**config.mk**
```make
export PLATFORM = sky130hd
export DESIGN_NAME = fifo_page_replacement_core_flat
export DESIGN_NICKNAME = d
export VERILOG_FILES = /design/src/hw/rtl/fpr_pkg.sv /design/src/hw/rtl/fpr_if.sv /design/src/hw/rtl/fifo_page_replacement_core.sv /design/src/hw/rtl/fpr_ram.sv /design/src/flat_wrapper.sv
export SDC_FILE = /design/constraint.sdc
export NUM_CORES = 1
export LEC_CHECK = 0
export CAP_MARGIN = 20
export CORE_ASPECT_RATIO = 1.4
export CORE_MARGIN = 1.5
export CORE_UTILIZATION = 40
export CTS_CLUSTER_DIAMETER = 50
export DETAILED_ROUTE_END_ITERATION = 6
export DONT_BUFFER_PORTS = 1
export GPL_TIMING_DRIVEN = 0
export PLACE_DENSITY_LB_ADDON = 0.2
export SYNTH_ARGS = -nofsm -noshare
export SYNTH_HDL_FRONTEND = slang
export SYNTH_SLANG_ARGS = --single-unit
```
**constraint.sdc**
```tcl
create_clock -name clk -period 16.6 [get_ports clk]
set_clock_uncertainty 0.15 [all_clocks]
set_input_delay 3.32 -clock clk [delete_from_list [all_inputs] [get_ports clk]]
set_output_delay 3.32 -clock clk [all_outputs]
set_load 0.01 [all_outputs]
```
**src/hw/rtl/fpr_pkg.sv**
```systemverilog
// Shared types and constants for the FIFO page replacement block.
// Used by the channel interfaces and the top level; depends on nothing.
`timescale 1ns / 1ps

package fpr_pkg;

	// Fixed field widths of the channels and the configuration register.
	localparam int PAGE_ID_W   = 16;
	localparam int PAGE_SIZE_W = 16;
	localparam int TOTAL_W     = 32;
	localparam int LIMIT_W     = 4;
	localparam int RESIDENT_W  = 4;

	// Frame limit after reset.
	localparam logic [LIMIT_W-1:0] LIMIT_RESET = 4'd8;

	// Saturation value of the running totals.
	localparam logic [TOTAL_W-1:0] TOTAL_MAX = '1;

	// Sequencer states.
	typedef enum logic [2:0] {
		ST_IDLE,
		ST_SEARCH,
		ST_MISS,
		ST_EVICT,
		ST_TRIM,
		ST_DONE
	} fpr_state_t;

endpackage

```
**src/hw/rtl/fpr_if.sv**
```systemverilog
// Valid/ready channel interfaces for page references and their results.
// Depends on fpr_pkg for the field widths.
`timescale 1ns / 1ps

interface fpr_req_if;
	logic                             valid;
	logic                             ready;
	logic [fpr_pkg::PAGE_ID_W-1:0]    page_id;
	logic [fpr_pkg::PAGE_SIZE_W-1:0]  page_size;

	modport source (output valid, output page_id, output page_size, input ready);
	modport sink   (input valid, input page_id, input page_size, output ready);
endinterface

interface fpr_rsp_if;
	logic                             valid;
	logic                             ready;
	logic                             hit;
	logic                             evicted;
	logic [fpr_pkg::PAGE_ID_W-1:0]    evicted_id;
	logic [fpr_pkg::RESIDENT_W-1:0]   resident_count;
	logic [fpr_pkg::TOTAL_W-1:0]      hit_total;
	logic [fpr_pkg::TOTAL_W-1:0]      miss_total;
	logic [fpr_pkg::TOTAL_W-1:0]      access_count;

	modport source (output valid, output hit, output evicted, output evicted_id,
		output resident_count, output hit_total, output miss_total,
		output access_count, input ready);
	modport sink   (input valid, input hit, input evicted, input evicted_id,
		input resident_count, input hit_total, input miss_total,
		input access_count, output ready);
endinterface

```
**src/hw/rtl/fifo_page_replacement_core.sv**
```systemverilog
// FIFO page replacement core: one reference in, one result out.
// A hit ends the ring scan at the matching page; a miss scans every resident page,
// then evicts the oldest page when the ring holds as many pages as the limit, drops
// further pages after the limit was lowered, and loads the new page into the ring.
// A new reference is accepted only in idle, after the one-compare scan and the result load.
// Reset clears the totals, occupancy and ring pointer and sets the limit to 8.
`timescale 1ns / 1ps

module fifo_page_replacement_core #(
	parameter int FRAMES   = 8,
	parameter int ID_WIDTH = 16
) (
	input  logic                          clk,
	input  logic                          arst_n,
	input  logic                          cfg_we,
	input  logic [fpr_pkg::LIMIT_W-1:0]   cfg_wdata,
	fpr_req_if.sink                       req,
	fpr_rsp_if.source                     rsp
);

	import fpr_pkg::*;

	localparam int AW  = (FRAMES > 1) ? $clog2(FRAMES) : 1;
	localparam int OCW = $clog2(FRAMES + 1);

	// Ring pointer advance with wrap at the frame count.
	function automatic logic [AW-1:0] next_slot(input logic [AW-1:0] p);
		return (p == AW'(FRAMES - 1)) ? '0 : p + AW'(1);
	endfunction

	fpr_state_t                state_q, state_d;

	logic [LIMIT_W-1:0]        frame_limit_q;
	logic [OCW-1:0]            occ_q;
	logic [AW-1:0]             oldest_q;
	logic [TOTAL_W-1:0]        hit_sum_q, miss_sum_q, ref_count_q;

	logic [ID_WIDTH-1:0]       id_q;
	logic [PAGE_SIZE_W-1:0]    size_q;
	logic [AW-1:0]             rd_ptr_q;
	logic [OCW-1:0]            iss_cnt_q;
	logic                      chk_vld_q;
	logic                      hit_q, evicted_q;
	logic [PAGE_ID_W-1:0]      evicted_id_q;

	logic                      out_vld_q;

	logic [OCW-1:0]            lim;
	logic                      match;
	logic                      ram_re, ram_we;
	logic [AW-1:0]             ram_raddr;
	logic [ID_WIDTH-1:0]       ram_rdata;
	logic [AW:0]               load_sum;
	logic [AW-1:0]             load_slot;
	logic [TOTAL_W:0]          acc_sum;
	logic [TOTAL_W-1:0]        acc_sat;
	logic [TOTAL_W-1:0]        ref_next;
	logic                      out_load;

	// Effective limit: zero acts as one, anything above the frame count is clipped.
	always_comb begin
		if (frame_limit_q == '0) begin
			lim = OCW'(1);
		end else if (int'(frame_limit_q) > FRAMES) begin
			lim = OCW'(FRAMES);
		end else begin
			lim = OCW'(frame_limit_q);
		end
	end

	// Shared compare unit: stored page against the current reference.
	assign match = chk_vld_q && (ram_rdata == id_q);

	// Slot that receives a newly loaded page, one compare-and-subtract wrap.
	assign load_sum  = {1'b0, oldest_q} + (AW + 1)'(occ_q);
	assign load_slot = (load_sum >= (AW + 1)'(FRAMES)) ?
		AW'(load_sum - (AW + 1)'(FRAMES)) : AW'(load_sum);

	// Saturating accumulator shared by the hit and miss totals.
	assign acc_sum = {1'b0, (state_q == ST_MISS) ? miss_sum_q : hit_sum_q}
		+ (TOTAL_W + 1)'(size_q);
	assign acc_sat = acc_sum[TOTAL_W] ? TOTAL_MAX : acc_sum[TOTAL_W-1:0];

	assign ref_next = (ref_count_q == TOTAL_MAX) ? TOTAL_MAX : ref_count_q + TOTAL_W'(1);

	assign out_load  = (state_q == ST_DONE) && (!out_vld_q || rsp.ready);
	assign req.ready = (state_q == ST_IDLE);
	assign rsp.valid = out_vld_q;

	// Next state and RAM control.
	always_comb begin
		state_d   = state_q;
		ram_re    = 1'b0;
		ram_raddr = rd_ptr_q;
		ram_we    = 1'b0;
		case (state_q)
			ST_IDLE: begin
				if (req.valid) begin
					state_d = ST_SEARCH;
				end
			end
			ST_SEARCH: begin
				if (match) begin
					state_d = ST_DONE;
				end else if (iss_cnt_q < occ_q) begin
					ram_re = 1'b1;
				end else begin
					state_d = ST_MISS;
				end
			end
			ST_MISS: begin
				if (occ_q >= lim) begin
					ram_re    = 1'b1;
					ram_raddr = oldest_q;
					state_d   = ST_EVICT;
				end else begin
					state_d = ST_TRIM;
				end
			end
			ST_EVICT: begin
				state_d = ST_TRIM;
			end
			ST_TRIM: begin
				if (occ_q < lim) begin
					ram_we  = 1'b1;
					state_d = ST_DONE;
				end
			end
			ST_DONE: begin
				if (out_load) begin
					state_d = ST_IDLE;
				end
			end
			default: begin
				state_d = ST_IDLE;
			end
		endcase
	end

	// State register.
	always_ff @(posedge clk or negedge arst_n) begin
		if (!arst_n) begin
			state_q <= ST_IDLE;
		end else begin
			state_q <= state_d;
		end
	end

	// Control state: limit, ring, totals, search bookkeeping and result valid.
	always_ff @(posedge clk or negedge arst_n) begin
		if (!arst_n) begin
			frame_limit_q <= LIMIT_RESET;
			occ_q         <= '0;
			oldest_q      <= '0;
			hit_sum_q     <= '0;
			miss_sum_q    <= '0;
			ref_count_q   <= '0;
			chk_vld_q     <= 1'b0;
			out_vld_q     <= 1'b0;
		end else begin
			if (cfg_we) begin
				frame_limit_q <= cfg_wdata;
			end
			case (state_q)
				ST_IDLE: begin
					chk_vld_q <= 1'b0;
				end
				ST_SEARCH: begin
					chk_vld_q <= ram_re;
					if (match) begin
						hit_sum_q <= acc_sat;
					end
				end
				ST_MISS: begin
					miss_sum_q <= acc_sat;
				end
				ST_EVICT: begin
					oldest_q <= next_slot(oldest_q);
					occ_q    <= occ_q - OCW'(1);
				end
				ST_TRIM: begin
					if (occ_q >= lim) begin
						oldest_q <= next_slot(oldest_q);
						occ_q    <= occ_q - OCW'(1);
					end else begin
						occ_q <= occ_q + OCW'(1);
					end
				end
				ST_DONE: begin
					if (out_load) begin
						ref_count_q <= ref_next;
					end
				end
				default: begin
				end
			endcase
			if (out_load) begin
				out_vld_q <= 1'b1;
			end else if (rsp.ready) begin
				out_vld_q <= 1'b0;
			end
		end
	end

	// Per-reference payload registers and the result beat.
	always_ff @(posedge clk) begin
		case (state_q)
			ST_IDLE: begin
				if (req.valid) begin
					id_q         <= ID_WIDTH'(req.page_id);
					size_q       <= req.page_size;
					rd_ptr_q     <= oldest_q;
					iss_cnt_q    <= '0;
					hit_q        <= 1'b0;
					evicted_q    <= 1'b0;
					evicted_id_q <= '0;
				end
			end
			ST_SEARCH: begin
				if (ram_re) begin
					rd_ptr_q  <= next_slot(rd_ptr_q);
					iss_cnt_q <= iss_cnt_q + OCW'(1);
				end
				if (match) begin
					hit_q <= 1'b1;
				end
			end
			ST_EVICT: begin
				evicted_q    <= 1'b1;
				evicted_id_q <= PAGE_ID_W'(ram_rdata);
			end
			ST_DONE: begin
				if (out_load) begin
					rsp.hit            <= hit_q;
					rsp.evicted        <= evicted_q;
					rsp.evicted_id     <= evicted_id_q;
					rsp.resident_count <= RESIDENT_W'(occ_q);
					rsp.hit_total      <= hit_sum_q;
					rsp.miss_total     <= miss_sum_q;
					rsp.access_count   <= ref_next;
				end
			end
			default: begin
			end
		endcase
	end

	// Page ring storage.
	fpr_ram #(
		.WIDTH (ID_WIDTH),
		.DEPTH (FRAMES)
	) u_frames (
		.clk   (clk),
		.we    (ram_we),
		.waddr (load_slot),
		.wdata (id_q),
		.re    (ram_re),
		.raddr (ram_raddr),
		.rdata (ram_rdata)
	);

endmodule

```
**src/hw/rtl/fpr_ram.sv**
```systemverilog
// Generic single-write, single-read RAM with a registered read port.
// Stand-alone; no package dependency.
`timescale 1ns / 1ps

module fpr_ram #(
	parameter int WIDTH = 16,
	parameter int DEPTH = 8
) (
	input  logic                                    clk,
	input  logic                                    we,
	input  logic [(DEPTH > 1 ? $clog2(DEPTH) : 1)-1:0] waddr,
	input  logic [WIDTH-1:0]                        wdata,
	input  logic                                    re,
	input  logic [(DEPTH > 1 ? $clog2(DEPTH) : 1)-1:0] raddr,
	output logic [WIDTH-1:0]                        rdata
);

	logic [WIDTH-1:0] mem [DEPTH];

	// Write port and registered read port; contents have no reset.
	always_ff @(posedge clk) begin
		if (we) begin
			mem[waddr] <= wdata;
		end
		if (re) begin
			rdata <= mem[raddr];
		end
	end

endmodule
```
**src/flat_wrapper.sv**
```systemverilog
// flat-port wrapper written by rule: the top's interface ports become plain ports
module fifo_page_replacement_core_flat import fpr_pkg::*;
#(
	parameter int FRAMES   = 8,
	parameter int ID_WIDTH = 16
)
  (clk, arst_n, cfg_we, cfg_wdata, req_valid, req_page_id, req_page_size, req_ready, rsp_valid, rsp_hit, rsp_evicted, rsp_evicted_id, rsp_resident_count, rsp_hit_total, rsp_miss_total, rsp_access_count, rsp_ready);
  fpr_req_if req_i ();
  fpr_rsp_if rsp_i ();
  input  logic clk;
  input  logic arst_n;
  input  logic cfg_we;
  input  logic [fpr_pkg::LIMIT_W-1:0] cfg_wdata;
  input wire logic [$bits(req_i.valid)-1:0] req_valid;
  input wire logic [$bits(req_i.page_id)-1:0] req_page_id;
  input wire logic [$bits(req_i.page_size)-1:0] req_page_size;
  output wire logic [$bits(req_i.ready)-1:0] req_ready;
  output wire logic [$bits(rsp_i.valid)-1:0] rsp_valid;
  output wire logic [$bits(rsp_i.hit)-1:0] rsp_hit;
  output wire logic [$bits(rsp_i.evicted)-1:0] rsp_evicted;
  output wire logic [$bits(rsp_i.evicted_id)-1:0] rsp_evicted_id;
  output wire logic [$bits(rsp_i.resident_count)-1:0] rsp_resident_count;
  output wire logic [$bits(rsp_i.hit_total)-1:0] rsp_hit_total;
  output wire logic [$bits(rsp_i.miss_total)-1:0] rsp_miss_total;
  output wire logic [$bits(rsp_i.access_count)-1:0] rsp_access_count;
  input wire logic [$bits(rsp_i.ready)-1:0] rsp_ready;
  assign req_i.valid = req_valid;
  assign req_i.page_id = req_page_id;
  assign req_i.page_size = req_page_size;
  assign req_ready = req_i.ready;
  assign rsp_valid = rsp_i.valid;
  assign rsp_hit = rsp_i.hit;
  assign rsp_evicted = rsp_i.evicted;
  assign rsp_evicted_id = rsp_i.evicted_id;
  assign rsp_resident_count = rsp_i.resident_count;
  assign rsp_hit_total = rsp_i.hit_total;
  assign rsp_miss_total = rsp_i.miss_total;
  assign rsp_access_count = rsp_i.access_count;
  assign rsp_i.ready = rsp_ready;
  fifo_page_replacement_core #(.FRAMES(FRAMES), .ID_WIDTH(ID_WIDTH)) u_core (.clk(clk), .arst_n(arst_n), .cfg_we(cfg_we), .cfg_wdata(cfg_wdata), .req(req_i), .rsp(rsp_i));
endmodule
```
==> reports/metrics.cfg, run 1 <==
[setup_path]
timing.rr.start = u_core.state_q[1]
path_buf_inv = 7
r2r_slack_ns = 10.59
r2r_end = u_core.miss_sum_q[13]
cpMaxStageDelayCell = buf_1
critPathArrivalTime_ns = 6.33
start_kind = flop
critPathCaptureType = flop
path_max_fanout = 10
path_cells = buf_4 > or3b_1 > buf_6 > clkbuf_1 > clkbuf_1 > buf_1 > nand2_1 > nand2_1 > ha_1 > inv_1 > fa_1 > nand2b_1 > a21o_1 > a211o_1 > a32oi_2 > nand2_2 > a21oi_2 > buf_2 > nor2_1 > o21ai_0
crit_type = flop to flop
cpLargestDelayFamily = buffers and inverters
reg2reg_depth = 20
cp.required_ns = 16.92
cpPeakStageDelay_ns = 0.52

[cells_and_area]
fillers = 3978
layout.nets = 1489
seq_area_mm2 = 0.01238
multi_input_area_mm2 = 0.005688
area_growth_pct = 13.81
fin_area_mm2 = 0.02091
drive_gt1_share_pct = 13.02
antennaDiodeCount = 0
layout.cells.non_filler = 2063

[detailed_routing]
num_vias = 11110
postRouteWirelength_um = 43740
drt-initial-drc-count = 691
wire_per_inst_um = 21.20
drc = 0
drt-vias-per-instance = 5.385
first_pass_iters = 5
postRouteAntennaNets = 0

[pwr]
p_total_mw = 3.289
cellLeakagePower_nw = 7.855
power_density_mw_per_mm2 = 157.3
ir_worst_vdd_uv = 108.4

[yosys]
synth-simple-area-share_pct = 10.71
synth_ff_type = edfxtp_1
synth_xor_area_share_pct = 2.908
ys_seq_area_share_pct = 67.41
syn_nets = 1428
ys_async_sr_fraction_pct = 25.99
yosys.area_share.adder_pct = 2.397
synth-edff-count = 319
synth_largest_area_cell = edfxtp_1
syn-cell-area_mm2 = 0.01837
synth_warnings = 0
synth_area_leaders = edfxtp_1 52%, dfrtp_1 15%, mux4_2 3.9%
yosys.cell_types.count = 64
syn_area_per_cell_um2 = 13.58
synth_top_cell_area_share_pct = 52.15
yosys_register_bits = 431
synth_compound_area_share_pct = 8.255
syn_inst = 1353
synth.area.mux_share_pct = 6.491
synth_top_family_by_area = simple AND/OR/NAND/NOR gates

[worst_hold_path]
min_to = u_core.rsp.evicted_id[6]
min_path_cells = 0
hp-start = u_core.evicted_id_q[6]
hp-class = flop to flop

[cts]
cts_tree = built
cts_made_buffers = 46
cts-hold-fix-buffers = 0
h-tree-depth = 2
clk_pin_slew_ns = 0.07
clockBufferDepth = 3
clk_latency_ns = 0.56
cts_resized = 0
postCtsSetupRepairBufs = 0
cts_root_buffer = clkbuf_16
clkSinkCount = 431

[timing]
finalMaxSlewViolations = 0
setup_viol = 0
grt_setup_unrepaired = no
finalCriticalPeriod_ns = 6.013
worst_pin_slew_ns = 0.9975
fmax_ghz = 0.1663
holdWs_ns = 0.2700
hold_viol = 0
fin_tns_setup_ns = 0
fin_crit_sh_pct = 36.22
timing.slew.headroom_pct = 33.14

[grt]
grt_pass1_vias = 11286
overflow = 0
grt_max_degree = 113
antenna_found_initial = 2
grt_usage_pct = 18.79
grt_pass1_wl_um = 66960

[place]
dp_cells = 1977
dp.final_hpwl_um = 30800
placed_area_mm2 = 0.01938
io_buffers = 0
gp_congestion = 0.9233

[die]
design.die.area_mm2 = 0.04724
fp.dieH_um = 256.6
start_util_pct = 40.61
die_x_um = 184.1
core_area_mm2 = 0.04524
io_pins = 161
placementRows = 92

[job]
max_cap_violations = 0

[status]
status = completed

[final cells by class]
cell class	count	area share [%]
sequential	431	59.23
buffer	53	1.107
clock buffer	54	5.745
tap	611	3.656
clock inverter	32	1.574
multi-input combinational	840	27.21
inverter	29	0.5206
timing repair buffer	13	0.9635
[per-stage QoR]
stage	utilization [%]	worst slack, ns
after global routing	46.22	10.36
final	46.22	10.59
after CTS	46.22	10.55
after detailed placement	42.83	10.59
after floorplan	-	8.577
after global placement	42.30	6.104
[kinds of logic after synthesis]
family | count (synthesis)
XOR/XNOR | 61
adder cells (fa/ha/maj) | 34
AO/OA/AOI/OAI | 244
multiplexers | 75
flip-flops | 431
AND/OR/NAND/NOR | 426
buffers and inverters | 82
[Yosys cell counts (all sizes together), types with 18 or more instances]
| cell type | n |
|---|---|
| dfrtp | 111 |
| xor2 | 24 |
| a21oi | 77 |
| xnor2 | 37 |
| clkbuf | 35 |
| and2 | 24 |
| edfxtp | 319 |
| mux4 | 32 |
| inv | 29 |
| o21ai | 63 |
| a31oi | 32 |
| nor2 | 104 |
| nand2 | 167 |
| nand3 | 44 |
| and3 | 18 |
| mux2 | 33 |
| ha | 32 |
| buf | 18 |
[state kept, by name, summed over array words and instances (netlist names), 32 cells and up]
| name | cells |
|---|---|
| u_core.hit_sum_q | 32 |
| u_core.rsp.access_count | 32 |
| u_core.ref_count_q | 32 |
| u_core.rsp.miss_total | 32 |
| u_core.rsp.hit_total | 32 |
| u_core.miss_sum_q | 32 |
| u_core.u_frames.mem | 128 |
[worst max-delay path by stage]
stage,to,slack (ns),depth (start not counted),from
after floorplan,u_core.ref_count_q[13],8.58,6,rsp_ready
after global placement,u_core.ref_count_q[19],6.10,6,rsp_ready
after CTS,u_core.miss_sum_q[0],10.55,19,u_core.state_q[2]
final,u_core.miss_sum_q[13],10.59,20,u_core.state_q[1]
after detailed placement,u_core.miss_sum_q[13],10.59,19,u_core.state_q[2]
after global routing,u_core.hit_sum_q[13],10.36,20,u_core.state_q[1]
[layout by cell type, fill, tap and decap left out, types with 32 or more instances in the layout]
cell type  netlist  routed
a21oi_1         75      75
dfrtp_1        111     111
xnor2_1         37      37
clkbuf_16        0      46
ha_1            32      32
o21ai_0         55      53
nand2_1        166     166
nor2_1         103      99
nand3_1         44      44
edfxtp_1       319     319
mux4_2          32      32
a31oi_1         32      32
clkbuf_1        35      40
mux2_2          33      33
[per-layer routing]
| metal | GRT usage, % | share of wire [%] |
|---|---|---|
| met5 | 0 | 0.078 |
| met4 | 5.897 | 2.6 |
| met3 | 3.622 | 5.0 |
| met2 | 35.49 | 55 |
| met1 | 20.91 | 38 |
[report_power, final]
| group | switching (mW) | internal, mW | leakage, nW |
|---|---|---|---|
| clock | 0.432 | 0.601 | 0.744 |
| combinational | 0.446 | 0.292 | 2.64 |
| sequential | 0.129 | 1.39 | 4.47 |
No activity file was read; power rests on OpenSTA's default activity.
==> run 2, diff against run 1 <==
clock period = 4.91 ns   (was 16.6 ns; I/O delays follow)
==> reports/metrics.cfg, run 2 (same netlist as run 1, synthesis figures left out) <==
[detailed_routing]
drt-initial-drc-count = 640  ; was 691
postRouteAntennaNets = 0  ; unchanged
num_vias = 11117  ; was 11110
wire_per_inst_um = 21.47  ; was 21.20 µm
drt-vias-per-instance = 5.386  ; was 5.385
first_pass_iters = 5  ; unchanged
drc = 0  ; unchanged
postRouteWirelength_um = 44310  ; was 43740 µm

[setup_path]
cpPeakStageDelay_ns = 0.44  ; was 0.52 ns
critPathLaunch = u_core.state_q[1]  ; unchanged
cpMaxStageDelayCell = nand3_1  ; was buf_1
critPathCaptureType = flop  ; unchanged
path_max_fanout = 16  ; was 10
reg2reg_depth = 17  ; was 20
crit_type = flop to flop  ; unchanged
endpoint = u_core.miss_sum_q[11]  ; was u_core.miss_sum_q[13]
path_cells = buf_4 > or3b_1 > buf_6 > clkbuf_2 > clkbuf_4 > nand2_1 > nand2_1 > ha_1 > inv_1 > fa_1 > nand2b_1 > a21o_1 > a211o_1 > a32oi_4 > nand3_1 > clkbuf_2 > a31oi_1  ; was buf_4 > or3b_1 > buf_6 > clkbuf_1 > clkbuf_1 > buf_1 > nand2_1 > nand2_1 > ha_1 > inv_1 > fa_1 > nand2b_1 > a21o_1 > a211o_1 > a32oi_2 > nand2_2 > a21oi_2 > buf_2 > nor2_1 > o21ai_0
start_kind = flop  ; unchanged
cp.required_ns = 5.24  ; was 16.92 ns
timing.rr.start = u_core.state_q[1]  ; unchanged
critPathArrivalTime_ns = 5.11  ; was 6.33 ns
r2r_end = u_core.miss_sum_q[11]  ; was u_core.miss_sum_q[13]
r2r_slack_ns = 0.13  ; was 10.59 ns

[timing]
setup_slack_ns = 0.1269  ; was 10.59 ns
timing.slew.headroom_pct = 35.20  ; was 33.14%
fmax_ghz = 0.2091  ; was 0.1663 GHz
setup_viol = 0  ; unchanged
finalMaxSlewViolations = 0  ; unchanged
hold_viol = 0  ; unchanged
finalCriticalPeriod_ns = 4.783  ; was 6.013 ns
fin_crit_sh_pct = 97.42  ; was 36.22%
worst_pin_slew_ns = 0.9450  ; was 0.9975 ns
grt_setup_unrepaired = no  ; unchanged

[pwr]
pwr-share-seq_pct = 45.3  ; was 46.1%
switchingPower_mw = 3.499  ; was 1.007 mW
power_density_mw_per_mm2 = 537.4  ; was 157.3 mW/mm²
comb_power_share_pct = 22.7  ; was 22.5%
netSwitchingFraction_pct = 30.92  ; was 30.61%
clockPowerShare_pct = 32.1  ; was 31.4%
p_total_mw = 11.32  ; was 3.289 mW
ir_worst_vdd_uv = 403.8  ; was 108.4 µV
p_int_mw = 7.820  ; was 2.282 mW
cellLeakagePower_nw = 7.929  ; was 7.855 nW

[die]
die_x_um = 184.1  ; unchanged
design.die.area_mm2 = 0.04724  ; unchanged
io_pins = 161  ; unchanged
fp.dieH_um = 256.6  ; unchanged
placementRows = 92  ; unchanged
core_area_mm2 = 0.04524  ; unchanged
start_util_pct = 40.61  ; unchanged

[cts]
cts_tree = built  ; unchanged
h-tree-depth = 2  ; unchanged
cts_root_buffer = clkbuf_16  ; unchanged
clkSinkCount = 431  ; unchanged
clk_pin_slew_ns = 0.07  ; about the same
clk_latency_ns = 0.58  ; was 0.56 ns
cts_made_buffers = 48  ; was 46
clockBufferDepth = 3  ; unchanged

[cells_and_area]
regMostFlops = u_core.u_frames.mem  ; unchanged
fillers = 3985  ; was 3978
drive_gt1_share_pct = 13.70  ; was 13.02%
layout_commonest_cell = edfxtp_1  ; unchanged
area_growth_pct = 14.65  ; was 13.81%
final_util_pct = 46.56  ; was 46.22%
largest_reg_flops = 128  ; unchanged
antennaDiodeCount = 0  ; unchanged
layout.cells.non_filler = 2064  ; was 2063
layout_common_cells = 319 x edfxtp_1, 166 x nand2_1, 111 x dfrtp_1  ; unchanged
layout.nets = 1490  ; was 1489

[place]
dp.final_hpwl_um = 31160  ; was 30800 µm
place_ws_ns = -1.193  ; was 10.59 ns
dp_cells = 1977  ; unchanged
gp_congestion = 0.9239  ; was 0.9233
io_buffers = 0  ; unchanged

[grt]
grt_usage_pct = 18.94  ; was 18.79%
grt_max_degree = 112  ; was 113
grt_pass1_vias = 11260  ; was 11286
antenna_found_initial = 1  ; was 2
overflow = 0  ; unchanged
grt_pass1_wl_um = 67570  ; was 66960 µm

[worst_hold_path]
hp-class = input port to async pin  ; was flop to flop

[job]
max_cap_violations = 0  ; unchanged

[status]
status = completed  ; unchanged

run 2: cell count changes in the layout (fill, tap and decap cells not counted), moves of 2 or more:
| cell | previous run | this run |
|---|---|---|
| clkinv_4 | 2 | 0 |
| clkinv_1 | 6 | 8 |
| inv_8 | 0 | 5 |
| clkinv_2 | 10 | 5 |
| clkbuf_2 | 0 | 5 |
| buf_4 | 1 | 4 |
| buf_16 | 2 | 4 |
| clkbuf_16 | 46 | 48 |
| clkbuf_1 | 40 | 33 |
| buf_1 | 7 | 4 |
run 2: layout make-up:
class	instances	area (µm²)	area share [%]
plain buffers	50	244.0	1.158
clock inverters	32	355.3	1.687
inverters	29	108.9	0.5168
clock buffers	56	1241	5.893
well taps	611	764.5	3.630
multi-input cells	840	5712	27.12
flip-flops and latches	431	12380	58.80
repair buffers	15	252.7	1.200
run 2: routing by layer:
layer,up-vias,global-route usage (%),wire [µm]
met4,2,6.853,1377
met3,81,3.494,2107
met5,-,0,12
met2,331,35.24,23940
li1,5164,-,-
met1,5539,21.30,16870
run 2: worst max-delay path: cells and delay by family, from the launching register on:
kind | cells | cell delay, ns
buf+inv | 6 | 1.44
compound gates | 4 | 1.18
fa+ha+maj | 2 | 0.57
flops | 1 | 0.35
simple gates | 5 | 0.95
run 2: what timing repair did:
| item | in CTS | in global routing |
|---|---|---|
| buffers inserted | 1 | 0 |
| setup endpoints to repair | 64 | 39 |
| pin swaps | 0 | 1 |
| hold endpoints to repair | 111 | 0 |
| hold buffers | 1 | 0 |
| resized for setup | 12 | 3 |
run 2: worst min-delay path by stage:
stage | startpoint | to | slack [ns] | depth (start not counted)
global placement | u_core.evicted_id_q[3] | u_core.rsp.evicted_id[3] | 0.25 | 0
global route | arst_n | u_core.frame_limit_q[3] | 0.06 | 0
finish | arst_n | u_core.frame_limit_q[3] | 0.09 | 0
detailed placement | u_core.evicted_id_q[13] | u_core.rsp.evicted_id[13] | 0.26 | 0
CTS | arst_n | u_core.frame_limit_q[3] | 0.06 | 0
floorplan | u_core.evicted_q | u_core.rsp.evicted | 0.25 | 0
run 2: stage by stage:
stage,instance area [µm²],hold WS (ns),setup TNS [ns]
finish,21060,0.09052,0
global route,21060,0.06273,0
CTS,21060,0.05872,0
detailed placement,19400,0.2575,-60.31
global placement,19140,0.2544,-68.56
floorplan,18370,0.2503,0
run 2: power groups by stage:
stage / clock (mW) / sequential [mW] / combinational, mW
5_1_grt: 3.86 / 5.20 / 2.85
3_3_place_gp: 0 / 5.23 / 2.39
4_1_cts: 3.72 / 5.14 / 2.62
6_report: 3.63 / 5.12 / 2.56
2_1_floorplan: 0 / 5.06 / 1.78
3_5_place_dp: 0 / 5.21 / 2.58
==> run 3, diff against run 2 <==
BUFFER_PORTS_ARGS = -buffer_cell sky130_fd_sc_hd__buf_4   (was unset)
CORE_UTILIZATION = 54   (was 40)
DONT_BUFFER_PORTS = unset   (was 1)
SLEW_MARGIN = 10   (was unset)
==> reports/metrics.cfg, run 3 (same netlist as run 1, synthesis figures left out) <==
[status]
status = completed  ; unchanged

[cells_and_area]
layout_commonest_cell = edfxtp_1  ; unchanged
area_growth_pct = 18.70  ; was 14.65%
layout.nets = 1647  ; was 1490
layout.cells.non_filler = 2049  ; was 2064
antennaDiodeCount = 0  ; unchanged
largest_reg_flops = 128  ; unchanged
regMostFlops = u_core.u_frames.mem  ; unchanged
layout_common_cells = 319 x edfxtp_1, 167 x buf_4, 166 x nand2_1  ; was 319 x edfxtp_1, 166 x nand2_1, 111 x dfrtp_1
fin_area_mm2 = 0.02180  ; was 0.02106 mm²
final_util_pct = 65.26  ; was 46.56%
drive_gt1_share_pct = 21.70  ; was 13.70%

[grt]
overflow = 0  ; unchanged
grt_usage_pct = 23.57  ; was 18.94%
grt_pass1_vias = 11662  ; was 11260
grt_max_degree = 108  ; was 112
grt_pass1_wl_um = 64210  ; was 67570 µm
antenna_found_initial = 0  ; was 1

[setup_path]
path_max_fanout = 16  ; unchanged
r2r_end = u_core.hit_sum_q[28]  ; was u_core.miss_sum_q[11]
critPathLaunch = u_core.state_q[1]  ; unchanged
reg2reg_depth = 18  ; was 17
timing.rr.start = u_core.state_q[1]  ; unchanged
crit_type = flop to flop  ; unchanged
start_kind = flop  ; unchanged
critPathArrivalTime_ns = 4.94  ; was 5.11 ns
critPathCaptureType = flop  ; unchanged
endpoint = u_core.hit_sum_q[28]  ; was u_core.miss_sum_q[11]
r2r_slack_ns = 0.24  ; was 0.13 ns
cp.required_ns = 5.18  ; was 5.24 ns

[cts]
cts_tree = built  ; unchanged
cts-hold-fix-buffers = 0  ; was 1
cts_made_buffers = 41  ; was 48
clk_pin_slew_ns = 0.07  ; about the same
h-tree-depth = 2  ; unchanged
clockBufferDepth = 3  ; unchanged
clk_latency_ns = 0.55  ; was 0.58 ns
clkSinkCount = 431  ; unchanged
cts_root_buffer = clkbuf_16  ; unchanged

[place]
dp.final_hpwl_um = 28650  ; was 31160 µm
gp_congestion = 0.9493  ; was 0.9239
placed_area_mm2 = 0.02042  ; was 0.01940 mm²
io_buffers = 160  ; was 0
dp_cells = 1975  ; was 1977

[detailed_routing]
first_pass_iters = 5  ; unchanged
drt-met1-wl_um = 15850  ; was 16870 µm
wire_per_inst_um = 20.00  ; was 21.47 µm
drt-vias-per-instance = 5.719  ; was 5.386
drt-initial-drc-count = 834  ; was 640
top_layer_used = met4  ; was met5
wl_met2_um = 21730  ; was 23940 µm
route.met3.wl_um = 1830  ; was 2107 µm
num_vias = 11719  ; was 11117
postRouteAntennaNets = 0  ; unchanged
drc = 0  ; unchanged
postRouteWirelength_um = 40970  ; was 44310 µm

[die]
start_util_pct = 54.98  ; was 40.61%
fp.dieH_um = 221.2  ; was 256.6 µm
io_pins = 161  ; unchanged
core_area_mm2 = 0.03341  ; was 0.04524 mm²
design.die.area_mm2 = 0.03515  ; was 0.04724 mm²
placementRows = 79  ; was 92
die_x_um = 158.9  ; was 184.1 µm

[timing]
finalMaxSlewViolations = 0  ; unchanged
hold_viol = 0  ; unchanged
timing.slew.headroom_pct = 37.28  ; was 35.20%
setup_viol = 0  ; unchanged
grt_setup_unrepaired = no  ; unchanged
finalCriticalPeriod_ns = 4.671  ; was 4.783 ns
worst_pin_slew_ns = 0.9146  ; was 0.9450 ns
fin_tns_setup_ns = 0  ; unchanged
fmax_ghz = 0.2141  ; was 0.2091 GHz
fin_crit_sh_pct = 95.14  ; was 97.42%

[pwr]
ir_worst_vdd_uv = 342.4  ; was 403.8 µV
power_density_mw_per_mm2 = 503.4  ; was 537.4 mW/mm²
p_total_mw = 10.98  ; was 11.32 mW
cellLeakagePower_nw = 8.595  ; was 7.929 nW

[worst_hold_path]
hp-class = input port to async pin  ; unchanged

[job]
max_cap_violations = 0  ; unchanged

-- run 3: critical path, cell delays in order (launching register included) --
cell and delay (ns):
dfrtp_1 0.36, buf_4 0.16, or3b_1 0.17, buf_6 0.19, clkbuf_2 0.27, clkbuf_4 0.29, nand2_1 0.08, nand2_1 0.07
ha_1 0.18, inv_1 0.07, fa_1 0.46, nand2b_1 0.22, a21o_1 0.20, a211o_1 0.32, a32oi_4 0.36, o21ai_1 0.24
or3_1 0.42, mux2i_1 0.15, o22a_1 0.17
-- run 3: worst min-delay path by stage --
stage                                     to              startpoint  depth (start not counted)
floorplan                 u_core.rsp.evicted        u_core.evicted_q                          0
global placement    u_core.rsp.evicted_id[4]  u_core.evicted_id_q[4]                          0
detailed placement  u_core.rsp.evicted_id[2]  u_core.evicted_id_q[2]                          0
CTS                 u_core.rsp.evicted_id[2]  u_core.evicted_id_q[2]                          0
global route        u_core.rsp.evicted_id[2]  u_core.evicted_id_q[2]                          0
finish                 u_core.ref_count_q[1]                  arst_n                          1
-- run 3: repair_timing --
action,in CTS,in global routing
pin swaps,0,1
setup endpoints to repair,64,39
cloned,0,0
buffers inserted,0,2
gates resized for setup,11,2
-- run 3: where the power goes --
group | switching [mW] | total, mW | internal (mW)
combinational | 1.62 | 2.78 | 1.16
sequential | 0.361 | 5.05 | 4.69
clock | 1.31 | 3.15 | 1.84
-- run 3: per-stage QoR --
| step | hold WS, ns | setup slack, ns |
|---|---|---|
| 2_1_floorplan | 0.2503 | 0.5424 |
| 5_1_grt | 0.2752 | 0.04201 |
| 3_3_place_gp | 0.2521 | -0.9287 |
| 6_report | 0.2617 | 0.2387 |
| 3_5_place_dp | 0.2545 | -0.9372 |
| 4_1_cts | 0.2697 | 0.02549 |
-- run 3: layout make-up --
type | instances | area, µm²
buffer | 50 | 241.5
clock buffer | 56 | 1135
clock inverter | 19 | 202.7
fill | 2541 | 11600
inverter | 29 | 108.9
multi-input combinational | 840 | 5717
sequential | 431 | 12380
tap | 445 | 556.8
timing repair buffer | 179 | 1460
-- run 3: routing by layer --
layer  up-vias  track usage [%]
met5         -                0
met4         0            9.830
met3        90            3.336
met2       341            42.32
met1      5810            28.48
li1       5478                -
